$ cat src/hdl/double_ended_queue_top_assert.svh
// Assertion macros for the deque block.
// All checks are sampled at i_clk and disabled while i_rst_n is low.
`ifndef DOUBLE_ENDED_QUEUE_TOP_ASSERT_SVH
`define DOUBLE_ENDED_QUEUE_TOP_ASSERT_SVH

// Same-cycle implication.
`define DQ_ASSERT_NOW(lbl, ante, cons, msg) \
    lbl: assert property (@(posedge i_clk) disable iff (!i_rst_n) \
        (ante) |-> (cons)) else $error(msg);

// Next-cycle implication.
`define DQ_ASSERT_NEXT(lbl, ante, cons, msg) \
    lbl: assert property (@(posedge i_clk) disable iff (!i_rst_n) \
        (ante) |=> (cons)) else $error(msg);

`endif

$ cat src/hdl/dq_pkg.sv
// ----------------------------------------------------------------------------
// dq_pkg
// Shared types and constants of the double-ended queue.
// ----------------------------------------------------------------------------
`default_nettype none

package dq_pkg;

    localparam int CAPACITY_DEF     = 16;
    localparam int ELEMENT_BITS_DEF = 8;
    localparam int OPCODE_W         = 3;
    localparam int VALUE_W          = 8;
    localparam int STATUS_W         = 2;
    localparam int COUNT_OUT_W      = 5;

    typedef enum logic [OPCODE_W-1:0] {
        OP_PUSH_FRONT = 3'd0,
        OP_PUSH_REAR  = 3'd1,
        OP_POP_FRONT  = 3'd2,
        OP_POP_REAR   = 3'd3,
        OP_PEEK_FRONT = 3'd4,
        OP_PEEK_REAR  = 3'd5
    } t_opcode;

    typedef enum logic [STATUS_W-1:0] {
        ST_OK    = 2'd0,
        ST_EMPTY = 2'd1,
        ST_FULL  = 2'd2
    } t_status;

    // Per-cell move control.
    typedef struct packed {
        logic shift_rear;   // take neighbor toward front (push front)
        logic shift_front;  // take neighbor toward rear (pop front)
        logic load;         // take the pushed value (push rear)
    } t_cell_ctl;

endpackage

`default_nettype wire

$ cat src/hdl/dq_cell.sv
// ----------------------------------------------------------------------------
// dq_cell
// One element slot of the shifting deque row.
// ----------------------------------------------------------------------------
`default_nettype none

module dq_cell import dq_pkg::*; #(
    parameter int ELEMENT_BITS = ELEMENT_BITS_DEF
) (
    input  wire                     i_clk,
    input  t_cell_ctl               i_ctl,
    input  wire  [ELEMENT_BITS-1:0] i_from_front,
    input  wire  [ELEMENT_BITS-1:0] i_from_rear,
    input  wire  [ELEMENT_BITS-1:0] i_push,
    output logic [ELEMENT_BITS-1:0] o_data
);

    logic [ELEMENT_BITS-1:0] r_data;
    logic [ELEMENT_BITS-1:0] n_data;

    always_comb begin
        priority if (i_ctl.shift_rear) begin
            n_data = i_from_front;
        end else if (i_ctl.shift_front) begin
            n_data = i_from_rear;
        end else if (i_ctl.load) begin
            n_data = i_push;
        end else begin
            n_data = r_data;
        end
    end

    always_ff @(posedge i_clk) begin
        r_data <= n_data;
    end

    assign o_data = r_data;

endmodule

`default_nettype wire

$ cat config.mk
export PLATFORM = sky130hd
export DESIGN_NAME = dq_cell
export DESIGN_NICKNAME = d
export VERILOG_FILES = /design/src/hdl/double_ended_queue_top_assert.svh /design/src/hdl/dq_pkg.sv /design/src/hdl/dq_cell.sv
export SDC_FILE = /design/constraint.sdc
export NUM_CORES = 1
export LEC_CHECK = 0
export ABC_AREA = 1
export BUFFER_PORTS_ARGS = -buffer_cell sky130_fd_sc_hd__buf_2
export CORE_AREA = 2 2 39 41
export CTS_BUF_LIST = sky130_fd_sc_hd__clkbuf_8
export CTS_CLUSTER_DIAMETER = 80
export DETAILED_ROUTE_END_ITERATION = 8
export DIE_AREA = 0 0 41 43
export PLACE_DENSITY = 0.72
export REMOVE_ABC_BUFFERS = 1
export SYNTH_ARGS = -nofsm -noshare
export SYNTH_HDL_FRONTEND = slang
export SYNTH_SLANG_ARGS = --single-unit
$ cat constraint.sdc
create_clock -name i_clk -period 1.16 [get_ports i_clk]
set_input_delay 0.232 -clock i_clk [delete_from_list [all_inputs] [get_ports i_clk]]
set_output_delay 0.232 -clock i_clk [all_outputs]
set_load 0.05 [all_outputs]
==> results by group <==
Outcome
  • Outcome: completed

Detailed routing
  • Drt wl/cell: 8.60 um
  • DRT Pass-1 Iters: 4
  • Vias per cell: roughly 4.4
  • Drt initial violations: 12
  • DRC Markers: 0
  • Detail Route Antenna Nets: 0
  • Via count: 544
  • WL final: roughly 1.1 mm

Power and ir drop
  • PwrDens: around 1300 nW/um^2
  • Peak VDD IR: just under 0.4 mV
  • Pleak: 0.448 nW

Clock network
  • Htree depth: 1
  • Post-CTS Setup Repair Bufs: 0
  • CTS tree: yes
  • CTS resizes: 0
  • Worst-path clk slew: around 0.04 ns
  • CTS root buffer: clkbuf_8
  • CTS sink cnt: 8
  • Clk buf depth: 2
  • Total CTS buffers: 3
  • Post-CTS Hold Buffers: 0

Critical path
  • Critical path depth: 1
  • Largest delay share family, worst path: flip-flops
  • CP max FO: 1
  • Crit path DAT: about 0.8 ns
  • Critical path endpoint category: primary output
  • Buffers & Inverters on Critical Path: 1
  • CP endpoint: o_data[7]
  • Crit Path Class: reg2out
  • Slowest cell delay on critical path: about 0.36 ns
  • Slowest CP cell: edfxtp_1
  • Crit-path cells: buf_2
  • CP Launch Type: flop
  • Crit path launch: o_data[7]$_DFFE_PP_
  • CP Data Required Time: between 0.9 and 1 ns

Timing
  • Final Hold Vio Count: 0
  • F_max: between 900 and 1000 MHz
  • Tcrit/Tclk final: 0.885
  • Setup-failing EPs final: 0
  • Sum Neg Setup Slack: 0 ns
  • Fin crit period: 1.03 ns
  • Fin. max-slew vios: 0
  • Worst hold slack: 0.290 ns
  • Slew @ Worst Pin: 0.314 ns
  • Unrepaired setup endpoints after global routing: no
  • Rel. slew slack: 0.790

Floorplanning
  • Cell Rows: 14
  • Core ar.: approximately 1400 um^2
  • Full die area: about 1800 um^2
  • Die Ht: between 40 and 50 um
  • Starting density of the core: 0.369
  • Number of top-level pins: 36
  • Die Wd: slightly above 40 um

Cells and area
  • Nets: 138
  • Area of the multi-input gates: 170 um^2
  • Max reg flops: 8
  • FF/Latch Area: approximately 240 um^2
  • Layout area overhead: 44.9%
  • N_diodes: 0
  • Layout cells sized above 1: 0.454
  • Design area: around 740 um^2
  • Fillers: 140

Synth
  • Main combinational cell family by area after synthesis: simple AND/OR/NAND/NOR gates
  • Cells after Synth: 70
  • Mean Syn Cell Area: 7.29 um^2
  • Compound-Gate Fraction of Synth Area: 0
  • Sequential area share after synthesis: 0.471
  • Area contributors post-synth: edfxtp_1 47%, nand2_1 24%, nand3_1 7.8%
  • Yosys warns: 0
  • Xor-xnor portion of the synthesized cell area: 0
  • Yosys cell types: 10
  • Cell area after synthesis: slightly above 500 um^2
  • Adder-cell share of the synthesized area: 0
  • Mux cell area share after synthesis: 0
  • Yosys reg bits: 8
  • Post-synth top area share: 0.471
  • Synth area leader: edfxtp_1
  • Synth Area in Simple Gates: 0.333

Global route
  • Initial antenna violation count: 0
  • GRT Util Overall: 0.153
  • First-pass GRT wire length: about 1.9 mm
  • GRT overflow: 0
  • Largest net degree at the start of global routing: 10
  • Number of global-route vias before repair: between 400 and 500

Run
  • Max_cap viols: 0

Hold path
  • Hold Crit Class: in2reg

Place
  • Post-DP Area: 698 um^2
  • Port-buffer cells: 35
  • HPWL after DPL: ~880 um
  • Gp weighted congestion: roughly 0.75
[kinds of logic after synthesis]
logic type | after synthesis
buffers and inverters | 20
and+or+nand+nor | 42
DFF | 8
[metrics by stage]
step	setup WS, ns	cells	utilization	total power, mW
floorplan	0.327	68	-	0.550
global placement	0.153	121	0.505	0.644
detailed placement	0.123	121	0.505	0.648
CTS	0.124	124	0.534	0.963
global route	0.0909	124	0.534	1.01
finish	0.133	124	0.534	0.958
[cells in the final DEF, fill, tap and decap left out, drive strengths merged]
cell	instances
buf	37
clkbuf	3
clkinv	1
edfxtp	8
inv	17
nand2	33
nand3	8
nor2	1
[cell usage after synthesis]
cell type / count
nand2_1: 32
inv_1: 10
edfxtp_1: 8
nand3_1: 8
inv_2: 6
buf_6: 2
clkinv_4: 1
inv_6: 1
nand2_2: 1
nor2_1: 1
[final cells by class]
type | count | share of cell area
multi-input combinational | 42 | 0.230
clock buffer | 3 | 0.0558
inverter | 18 | 0.105
tap | 16 | 0.0271
timing repair buffer | 37 | 0.257
sequential | 8 | 0.325
[power breakdown]
group | switching [mW] | internal, mW
registers | 0.00601 | 0.358
clock network | 0.0915 | 0.223
logic | 0.194 | 0.0843
[routing by layer]
metal | wire, um | GRT usage | vias up
met5 | 0 | 0 | -
met4 | 0 | 0.0800 | 0
met3 | 111 | 0.0157 | 0
met2 | 545 | 0.241 | 22
met1 | 409 | 0.196 | 237
li1 | - | - | 285
[how the worst min path moves through the flow]
stage	start	endpoint	slack [ns]	cells past startpoint
finish	i_from_front[4]	o_data[4]$_DFFE_PP_	0.29	3
global route	i_from_front[6]	o_data[6]$_DFFE_PP_	0.29	3
CTS	i_from_front[2]	o_data[2]$_DFFE_PP_	0.29	3
detailed placement	i_from_front[5]	o_data[5]$_DFFE_PP_	0.51	3
global placement	i_from_front[5]	o_data[5]$_DFFE_PP_	0.51	3
floorplan	i_from_front[5]	o_data[5]$_DFFE_PP_	0.41	2
No activity file was read; power rests on OpenSTA's default activity.
